==> src/shc_pkg.sv <==
// types, constants and helpers of the strip hit clusterer
`default_nettype none

package shc_pkg;

    localparam int STRIP_W  = 7;
    localparam int CHARGE_W = 12;
    localparam int TIME_W   = 9;
    localparam int CNUM_W   = 6;
    localparam int KEY_W    = STRIP_W + 1;

    // action codes
    localparam logic ACT_STORE  = 1'b0;
    localparam logic ACT_FINISH = 1'b1;

    // one stored hit
    typedef struct packed {
        logic                axis;
        logic [STRIP_W-1:0]  strip;
        logic [CHARGE_W-1:0] charge;
        logic [TIME_W-1:0]   hit_time;
    } t_hit;

    localparam int HIT_W = $bits(t_hit);

    // one result word
    typedef struct packed {
        t_hit              hit;
        logic [CNUM_W-1:0] cluster_number;
        logic              cluster_end;
        logic              event_end;
        logic              overflow;
    } t_res;

    typedef enum logic [2:0] {
        S_IDLE,
        S_INSERT,
        S_PLACE,
        S_FIRST,
        S_NEXT,
        S_LAST
    } t_state;

    // sort key: axis then strip
    function automatic logic [KEY_W-1:0] hit_key(input t_hit h);
        return {h.axis, h.strip};
    endfunction

    // true when nxt does not continue the cluster of cur
    function automatic logic cluster_break(input t_hit cur, input t_hit nxt);
        logic [STRIP_W:0] limit;
        limit = {1'b0, cur.strip} + {{STRIP_W{1'b0}}, 1'b1};
        return (nxt.axis != cur.axis) || ({1'b0, nxt.strip} > limit);
    endfunction

endpackage

`default_nettype wire

==> src/shc_channels.sv <==
// valid/ready channel interfaces for hit words and result words
`default_nettype none

interface shc_in_if;
    import shc_pkg::*;

    logic                valid;
    logic                ready;
    logic                action;
    logic                axis;
    logic [STRIP_W-1:0]  strip;
    logic [CHARGE_W-1:0] charge;
    logic [TIME_W-1:0]   hit_time;

    modport source (output valid, action, axis, strip, charge, hit_time, input ready);
    modport sink   (input valid, action, axis, strip, charge, hit_time, output ready);
endinterface

interface shc_out_if;
    import shc_pkg::*;

    logic                valid;
    logic                ready;
    logic                out_axis;
    logic [STRIP_W-1:0]  out_strip;
    logic [CHARGE_W-1:0] out_charge;
    logic [TIME_W-1:0]   out_time;
    logic [CNUM_W-1:0]   cluster_number;
    logic                cluster_end;
    logic                event_end;
    logic                overflow;

    modport source (output valid, out_axis, out_strip, out_charge, out_time,
                    cluster_number, cluster_end, event_end, overflow, input ready);
    modport sink   (input valid, out_axis, out_strip, out_charge, out_time,
                    cluster_number, cluster_end, event_end, overflow, output ready);
endinterface

`default_nettype wire

==> src/shc_ram.sv <==
// generic simple dual-port ram, one write port, registered read port
`default_nettype none

module shc_ram #(
    parameter int WIDTH = 29,
    parameter int DEPTH = 64,
    localparam int AW = (DEPTH > 1) ? $clog2(DEPTH) : 1
) (
    input  wire logic             i_clk,
    input  wire logic             i_we,
    input  wire logic [AW-1:0]    i_waddr,
    input  wire logic [WIDTH-1:0] i_wdata,
    input  wire logic             i_re,
    input  wire logic [AW-1:0]    i_raddr,
    output logic      [WIDTH-1:0] o_rdata
);

    logic [WIDTH-1:0] r_mem [DEPTH];
    logic [WIDTH-1:0] r_rdata;

    // write port
    always_ff @(posedge i_clk) begin
        if (i_we) begin
            r_mem[i_waddr] <= i_wdata;
        end
    end

    // read port, data holds while no read is issued
    always_ff @(posedge i_clk) begin
        if (i_re) begin
            r_rdata <= r_mem[i_raddr];
        end
    end

    assign o_rdata = r_rdata;

endmodule

`default_nettype wire

==> src/strip_hit_clusterer.sv <==
// strip hit clusterer: a hit store kept sorted by axis and strip, read out in clusters
// store word: taken in idle if the store is empty or the hit is ignored, else shifted in via S_INSERT
// finish word: taken in idle if empty, else read out through S_FIRST, S_NEXT and S_LAST, one result per
// cycle while the output is not stalled; shift and readout share the ram read port, ready is low meanwhile
// reset clears the hit count, the drop flag, the state and the output valid
// store contents are undefined after reset; no clearing pass, only entries below the count are read
`default_nettype none

module strip_hit_clusterer #(
    parameter int MAX_HITS   = 64,
    parameter int NUM_STRIPS = 128
) (
    input  wire logic  i_clk,
    input  wire logic  i_rst_n,
    shc_in_if.sink     i_hit,
    shc_out_if.source  o_res
);
    import shc_pkg::*;

    localparam int AW = (MAX_HITS > 1) ? $clog2(MAX_HITS) : 1;
    localparam int CW = $clog2(MAX_HITS + 1);
    localparam logic [CW-1:0] FULL = CW'(MAX_HITS);

    t_state            r_state, n_state;
    logic [CW-1:0]     r_count, n_count;
    logic              r_dropped, n_dropped;
    t_hit              r_new, n_new;
    logic [AW-1:0]     r_j, n_j;
    logic [CW-1:0]     r_idx, n_idx;
    t_hit              r_cur, n_cur;
    logic [CNUM_W-1:0] r_cnum, n_cnum;
    logic              r_ov;
    t_res              r_res;

    logic              ram_we;
    logic [AW-1:0]     ram_waddr;
    t_hit              ram_wdata;
    logic              ram_re;
    logic [AW-1:0]     ram_raddr;
    t_hit              ram_rdata;

    logic              in_ready;
    logic              in_range;
    logic              out_free;
    logic              out_load;
    t_res              out_data;
    logic              brk;
    t_hit              in_hit;
    logic [CW-1:0]     cnt_m1;

    // hit store
    shc_ram #(
        .WIDTH (HIT_W),
        .DEPTH (MAX_HITS)
    ) u_store (
        .i_clk   (i_clk),
        .i_we    (ram_we),
        .i_waddr (ram_waddr),
        .i_wdata (ram_wdata),
        .i_re    (ram_re),
        .i_raddr (ram_raddr),
        .o_rdata (ram_rdata)
    );

    // input decode
    assign in_range = int'({1'b0, i_hit.strip}) < NUM_STRIPS;
    assign in_hit   = '{axis: i_hit.axis, strip: i_hit.strip,
                        charge: i_hit.charge, hit_time: i_hit.hit_time};
    assign cnt_m1   = r_count - CW'(1);
    assign out_free = !r_ov || o_res.ready;
    assign brk      = cluster_break(r_cur, ram_rdata);

    // state register
    always_ff @(posedge i_clk) begin
        if (!i_rst_n) begin
            r_state   <= S_IDLE;
            r_count   <= '0;
            r_dropped <= 1'b0;
        end else begin
            r_state   <= n_state;
            r_count   <= n_count;
            r_dropped <= n_dropped;
        end
    end

    // working registers
    always_ff @(posedge i_clk) begin
        r_new  <= n_new;
        r_j    <= n_j;
        r_idx  <= n_idx;
        r_cur  <= n_cur;
        r_cnum <= n_cnum;
    end

    // next state, ram control and result forming
    always_comb begin
        n_state   = r_state;
        n_count   = r_count;
        n_dropped = r_dropped;
        n_new     = r_new;
        n_j       = r_j;
        n_idx     = r_idx;
        n_cur     = r_cur;
        n_cnum    = r_cnum;
        ram_we    = 1'b0;
        ram_waddr = r_j;
        ram_wdata = r_new;
        ram_re    = 1'b0;
        ram_raddr = '0;
        in_ready  = 1'b0;
        out_load  = 1'b0;
        out_data  = '{hit: r_cur, cluster_number: r_cnum, cluster_end: brk,
                      event_end: 1'b0, overflow: 1'b0};

        unique case (r_state)
            S_IDLE: begin
                in_ready = 1'b1;
                if (i_hit.valid) begin
                    if (i_hit.action == ACT_FINISH) begin
                        if (r_count == '0) begin
                            n_dropped = 1'b0;
                        end else begin
                            ram_re    = 1'b1;
                            ram_raddr = '0;
                            n_idx     = CW'(1);
                            n_state   = S_FIRST;
                        end
                    end else if (in_range) begin
                        if (r_count == FULL) begin
                            n_dropped = 1'b1;
                        end else if (r_count == '0) begin
                            n_new     = in_hit;
                            ram_we    = 1'b1;
                            ram_waddr = '0;
                            ram_wdata = in_hit;
                            n_count   = r_count + CW'(1);
                        end else begin
                            // walk down from the top, shifting larger keys up
                            n_new     = in_hit;
                            ram_re    = 1'b1;
                            ram_raddr = AW'(cnt_m1);
                            n_j       = AW'(r_count);
                            n_state   = S_INSERT;
                        end
                    end
                end
            end
            S_INSERT: begin
                ram_we    = 1'b1;
                ram_waddr = r_j;
                if (hit_key(ram_rdata) > hit_key(r_new)) begin
                    ram_wdata = ram_rdata;
                    n_j       = r_j - AW'(1);
                    if (r_j == AW'(1)) begin
                        n_state = S_PLACE;
                    end else begin
                        ram_re    = 1'b1;
                        ram_raddr = r_j - AW'(2);
                    end
                end else begin
                    ram_wdata = r_new;
                    n_count   = r_count + CW'(1);
                    n_state   = S_IDLE;
                end
            end
            S_PLACE: begin
                ram_we    = 1'b1;
                ram_waddr = r_j;
                ram_wdata = r_new;
                n_count   = r_count + CW'(1);
                n_state   = S_IDLE;
            end
            S_FIRST: begin
                n_cur  = ram_rdata;
                n_cnum = '0;
                if (r_count == CW'(1)) begin
                    n_state = S_LAST;
                end else begin
                    ram_re    = 1'b1;
                    ram_raddr = AW'(r_idx);
                    n_idx     = r_idx + CW'(1);
                    n_state   = S_NEXT;
                end
            end
            S_NEXT: begin
                // ram data is the successor of the held hit
                if (out_free) begin
                    out_load = 1'b1;
                    n_cur    = ram_rdata;
                    if (ram_rdata.axis != r_cur.axis) begin
                        n_cnum = '0;
                    end else if (brk) begin
                        n_cnum = r_cnum + CNUM_W'(1);
                    end
                    if (r_idx == r_count) begin
                        n_state = S_LAST;
                    end else begin
                        ram_re    = 1'b1;
                        ram_raddr = AW'(r_idx);
                        n_idx     = r_idx + CW'(1);
                    end
                end
            end
            S_LAST: begin
                out_data.cluster_end = 1'b1;
                out_data.event_end   = 1'b1;
                out_data.overflow    = r_dropped;
                if (out_free) begin
                    out_load  = 1'b1;
                    n_count   = '0;
                    n_dropped = 1'b0;
                    n_state   = S_IDLE;
                end
            end
            default: begin
                n_state = S_IDLE;
            end
        endcase
    end

    // output register
    always_ff @(posedge i_clk) begin
        if (!i_rst_n) begin
            r_ov <= 1'b0;
        end else if (out_load) begin
            r_ov <= 1'b1;
        end else if (o_res.ready) begin
            r_ov <= 1'b0;
        end
    end

    always_ff @(posedge i_clk) begin
        if (out_load) begin
            r_res <= out_data;
        end
    end

    // ports
    assign i_hit.ready          = in_ready;
    assign o_res.valid          = r_ov;
    assign o_res.out_axis       = r_res.hit.axis;
    assign o_res.out_strip      = r_res.hit.strip;
    assign o_res.out_charge     = r_res.hit.charge;
    assign o_res.out_time       = r_res.hit.hit_time;
    assign o_res.cluster_number = r_res.cluster_number;
    assign o_res.cluster_end    = r_res.cluster_end;
    assign o_res.event_end      = r_res.event_end;
    assign o_res.overflow       = r_res.overflow;

endmodule

`default_nettype wire

==> src/flat_wrapper.sv <==
// flat-port wrapper written by rule: the top's interface ports become plain ports
module strip_hit_clusterer_flat import shc_pkg::*;
#(
    parameter int MAX_HITS   = 64,
    parameter int NUM_STRIPS = 128
)
  (i_clk, i_rst_n, i_hit_valid, i_hit_action, i_hit_axis, i_hit_strip, i_hit_charge, i_hit_hit_time, i_hit_ready, o_res_valid, o_res_out_axis, o_res_out_strip, o_res_out_charge, o_res_out_time, o_res_cluster_number, o_res_cluster_end, o_res_event_end, o_res_overflow, o_res_ready);
  shc_in_if i_hit_i ();
  shc_out_if o_res_i ();
  input  wire logic i_clk;
  input  wire logic i_rst_n;
  input wire logic [$bits(i_hit_i.valid)-1:0] i_hit_valid;
  input wire logic [$bits(i_hit_i.action)-1:0] i_hit_action;
  input wire logic [$bits(i_hit_i.axis)-1:0] i_hit_axis;
  input wire logic [$bits(i_hit_i.strip)-1:0] i_hit_strip;
  input wire logic [$bits(i_hit_i.charge)-1:0] i_hit_charge;
  input wire logic [$bits(i_hit_i.hit_time)-1:0] i_hit_hit_time;
  output wire logic [$bits(i_hit_i.ready)-1:0] i_hit_ready;
  output wire logic [$bits(o_res_i.valid)-1:0] o_res_valid;
  output wire logic [$bits(o_res_i.out_axis)-1:0] o_res_out_axis;
  output wire logic [$bits(o_res_i.out_strip)-1:0] o_res_out_strip;
  output wire logic [$bits(o_res_i.out_charge)-1:0] o_res_out_charge;
  output wire logic [$bits(o_res_i.out_time)-1:0] o_res_out_time;
  output wire logic [$bits(o_res_i.cluster_number)-1:0] o_res_cluster_number;
  output wire logic [$bits(o_res_i.cluster_end)-1:0] o_res_cluster_end;
  output wire logic [$bits(o_res_i.event_end)-1:0] o_res_event_end;
  output wire logic [$bits(o_res_i.overflow)-1:0] o_res_overflow;
  input wire logic [$bits(o_res_i.ready)-1:0] o_res_ready;
  assign i_hit_i.valid = i_hit_valid;
  assign i_hit_i.action = i_hit_action;
  assign i_hit_i.axis = i_hit_axis;
  assign i_hit_i.strip = i_hit_strip;
  assign i_hit_i.charge = i_hit_charge;
  assign i_hit_i.hit_time = i_hit_hit_time;
  assign i_hit_ready = i_hit_i.ready;
  assign o_res_valid = o_res_i.valid;
  assign o_res_out_axis = o_res_i.out_axis;
  assign o_res_out_strip = o_res_i.out_strip;
  assign o_res_out_charge = o_res_i.out_charge;
  assign o_res_out_time = o_res_i.out_time;
  assign o_res_cluster_number = o_res_i.cluster_number;
  assign o_res_cluster_end = o_res_i.cluster_end;
  assign o_res_event_end = o_res_i.event_end;
  assign o_res_overflow = o_res_i.overflow;
  assign o_res_i.ready = o_res_ready;
  strip_hit_clusterer #(.MAX_HITS(MAX_HITS), .NUM_STRIPS(NUM_STRIPS)) u_core (.i_clk(i_clk), .i_rst_n(i_rst_n), .i_hit(i_hit_i), .o_res(o_res_i));
endmodule
==> config.mk <==
export PLATFORM = sky130hd
export DESIGN_NAME = strip_hit_clusterer_flat
export DESIGN_NICKNAME = d
export VERILOG_FILES = /design/src/shc_pkg.sv /design/src/shc_channels.sv /design/src/shc_ram.sv /design/src/strip_hit_clusterer.sv /design/src/flat_wrapper.sv
export SDC_FILE = /design/constraint.sdc
export NUM_CORES = 2
export LEC_CHECK = 0
export BUFFER_PORTS_ARGS = -buffer_cell sky130_fd_sc_hd__buf_4
export CORE_ASPECT_RATIO = 0.7
export CORE_MARGIN = 5
export CORE_UTILIZATION = 40
export CTS_BUF_LIST = sky130_fd_sc_hd__clkbuf_4
export CTS_CLUSTER_DIAMETER = 60
export DETAILED_ROUTE_END_ITERATION = 6
export PLACE_DENSITY_LB_ADDON = 0.25
export SETUP_SLACK_MARGIN = 0.2
export SLEW_MARGIN = 25
export SYNTH_ARGS = -nofsm -noshare
export SYNTH_HDL_FRONTEND = slang
export SYNTH_SLANG_ARGS = --single-unit
export TNS_END_PERCENT = 10
==> constraint.sdc <==
create_clock -name i_clk -period 4.8 [get_ports i_clk]
set_input_delay 1.44 -clock i_clk [delete_from_list [all_inputs] [get_ports i_clk]]
set_output_delay 1.44 -clock i_clk [all_outputs]
set_load 0.02 [all_outputs]
==> out/results.tsv <==
metric	value	unit
h-tree-depth	5	
synth-edff-count	2000	
violations	DRC	
status	complete, but fails checks	
final_common_cell	edfxtp_1	
grt_pass1_wl	331	mm
relSlewSlack	26.9	%
start_util	40.2	%
cts.clk_slew.worst_paths	0.08	ns
cts_buffers	468	
cts_sinks	2012	
place_area	0.0863	mm²
first_global_vias	44700	
antenna_found_initial	20	
cp.buffers_inverters	3	
core	0.196	mm²
dp_slack	-0.185	ns
first_iter_violations	5623	
fin_setup_tns	0	ns
grt_setup_unrepaired	true	
synth_fp_nets	4504	
netlist_area	0.0789	mm²
ir_drop	0.453	mV
ys_seq_elements	2012	
vias	46200	
fp.dieArea	0.206	mm²
clock_latency	1.24	ns
wl_per_cell	29.3	µm
min_path_type	primary input to flop	
critPathRequiredTime	5.74	ns
yosys_warnings	0	
crit_path_end_kind	flop	
crit_path_max_fanout	18	
io_buffers	73	
cts_tree	built	
async_flop_share	0	%
synthMuxAreaShare	10.7	%
worst_pin_slew	1.09	ns
powerDensity	576	mW/mm²
postLayoutCellArea	0.0922	mm²
grtUsageTotal	22.3	%
critical_path_class	flop to flop	
timing.final.ws_setup	0.308	ns
final_nets	5175	
ys_seq_area_share	76.4	%
leakagePower	29.0	nW
synth_top_family_by_area	multiplexers	
synth_xor_area_share	0.433	%
clock_path_buffers	4	
drc	6	
dieWidth	541	µm
post-route-util	47.0	%
fill_cells	16800	
ios	74	
ys_types	69	
wirelength	237	mm
path_cells	ha_1, nor2b_1, o211ai_1, a21boi_4, o211ai_1, nand2_2, buf_4, nand3_2, buf_4, o22ai_1, o41ai_1, buf_4, nand4_1	
maxCapViolations	0	
crit_arrival	5.44	ns
die_y	382	µm
synthFlopType	edfxtp_1	
worst_path_largest_cell_delay	0.58	ns
rows	136	
layout_min_cycle_time	4.49	ns
period_share	93.6	%
avgSynthCellArea	17.8	µm²
overflow	0	
place_hpwl	140	mm
report.final.slew_viol_count	0	
crit_slowest_cell	o41ai_1	
synth_compound_area_share	7.44	%
hold_viol	0	
gp_congestion	0.857	
areaGrowthSynthToFinish	16.8	%
grt_max_degree	88	
finalSetupViolations	0	
drive_above_1_share	25.2	%
fmax	223	MHz
worst_path_most_repeated_cell	buf_4	
crit_family	compound AO/OA/AOI/OAI gates	
fin_skew	0.107	ns
final_cell_mix	edfxtp_1 (2000), mux2i_1 (813), clkbuf_4 (673)	
synth-adder-area-share	0.396	%
whs	0.407	ns
ant_nets	0	
yosys.area_share.simple	2.34	%
startpoint_type	flop	
dr.pass1.iters	7	
vias_per_cell	5.71	
syn_inst	4445	
cts-root-buf	clkbuf_4	
==> metrics by stage <==
stage          std cells  power, W
4_1_cts             8074    0.0532
6_report            8082    0.0531
5_1_grt             8076    0.0552
3_5_place_dp        7268    0.0398
2_1_floorplan       4445    0.0320
3_3_place_gp        7265    0.0395
==> report_power, final <==
group	internal [W]	leakage, nW	switching [W]
combinational	0.00518	7.33	0.0108
sequential	0.0231	18.2	0.000599
clock	0.00674	3.44	0.00669
==> logic make-up after synthesis <==
| kind of cell | count (synthesis) |
|---|---|
| buf+inv | 335 |
| fa+ha+maj | 25 |
| xor+xnor | 39 |
| simple gates | 371 |
| compound gates | 821 |
| mux | 842 |
| flops | 2012 |
==> area by class of cell <==
type	instances	area [µm²]	share of cell area [%]
antenna	8	20.0	0.0217
clock buffer	673	5050	5.48
clock inverter	133	726	0.787
inverter	50	200	0.217
multi-input combinational	2098	17600	19.1
sequential	2012	60300	65.4
tap	2622	3280	3.56
timing repair buffer	486	4960	5.38
==> registers in the layout, summed over array words and instances, names as in the netlist, 6 cells and up <==
register	count
u_core.u_store.r_mem	1856
u_core.r_new	29
u_core.out_data	29
u_core.o_res.out_strip	7
u_core.r_count	7
u_core.r_j	6
u_core.o_res.out_charge	12
u_core.r_cnum	6
u_core.o_res.cluster_number	6
u_core.r_idx	7
u_core.u_store.o_rdata	29
u_core.o_res.out_time	9
==> timing repair <==
| action | CTS | global route |
|---|---|---|
| setup buffers | 0 | 0 |
| pin swaps | 0 | 0 |
| endpoints found under the hold margin | 0 | 0 |
| endpoints found under the setup margin | 12 | 147 |
| hold buffers | 0 | 0 |
| resized for setup | 2 | 13 |
==> path summary, 6_finish.rpt <==
kind	from	end	slack, ns	cells after the start
setup / recovery	u_core.u_store.o_rdata[22]	u_core.u_store.o_rdata[23]	0.31	13
hold / removal	i_hit_charge[10]	u_core.r_new[19]	0.41	1
setup reg to reg	u_core.u_store.o_rdata[22]	u_core.u_store.o_rdata[23]	0.31	13
hold reg to reg	u_core.out_data[21]	u_core.o_res.out_charge[3]	0.41	0
==> routing by layer <==
metal  track usage [%]  wire (µm)  vias up
met4              6.76       6110        8
met3              7.45      28000      338
met2              30.9      98900     2422
met5                 0         54        -
li1                  -          -    19800
met1              33.1     104000    23600
==> cell usage after synthesis (all sizes together) (2+ instances only) <==
cell / n / area, µm²
nor2b: 8 / 50.1
o221ai: 3 / 43.8
nor2: 110 / 415
and3: 7 / 43.8
nand2b: 12 / 85.1
nor3b: 2 / 20.0
nand3: 115 / 591
a21oi: 18 / 90.1
buf: 189 / 1220
mux2: 29 / 327
nor3: 14 / 70.1
a211oi: 37 / 278
or3: 7 / 43.8
and4: 4 / 35.0
a31o: 29 / 254
or2: 4 / 27.5
nand2: 41 / 161
edfxtp: 2000 / 60100
o41ai: 88 / 771
o22a: 58 / 508
inv: 50 / 188
mux2i: 813 / 8140
a31oi: 2 / 12.5
a222oi: 30 / 300
o211ai: 4 / 35.0
dfxtp: 12 / 240
xnor2: 23 / 201
a2111oi: 59 / 518
o22ai: 348 / 2180
clkbuf: 96 / 364
nand3b: 4 / 30.0
o221a: 4 / 53.8
a21o: 2 / 15.0
o21ai: 98 / 502
a21boi: 30 / 225
xor2: 16 / 140
o21a: 6 / 45.0
ha: 25 / 313
nand4: 35 / 219
and2: 6 / 37.5
No activity file was read; power rests on OpenSTA's default activity.
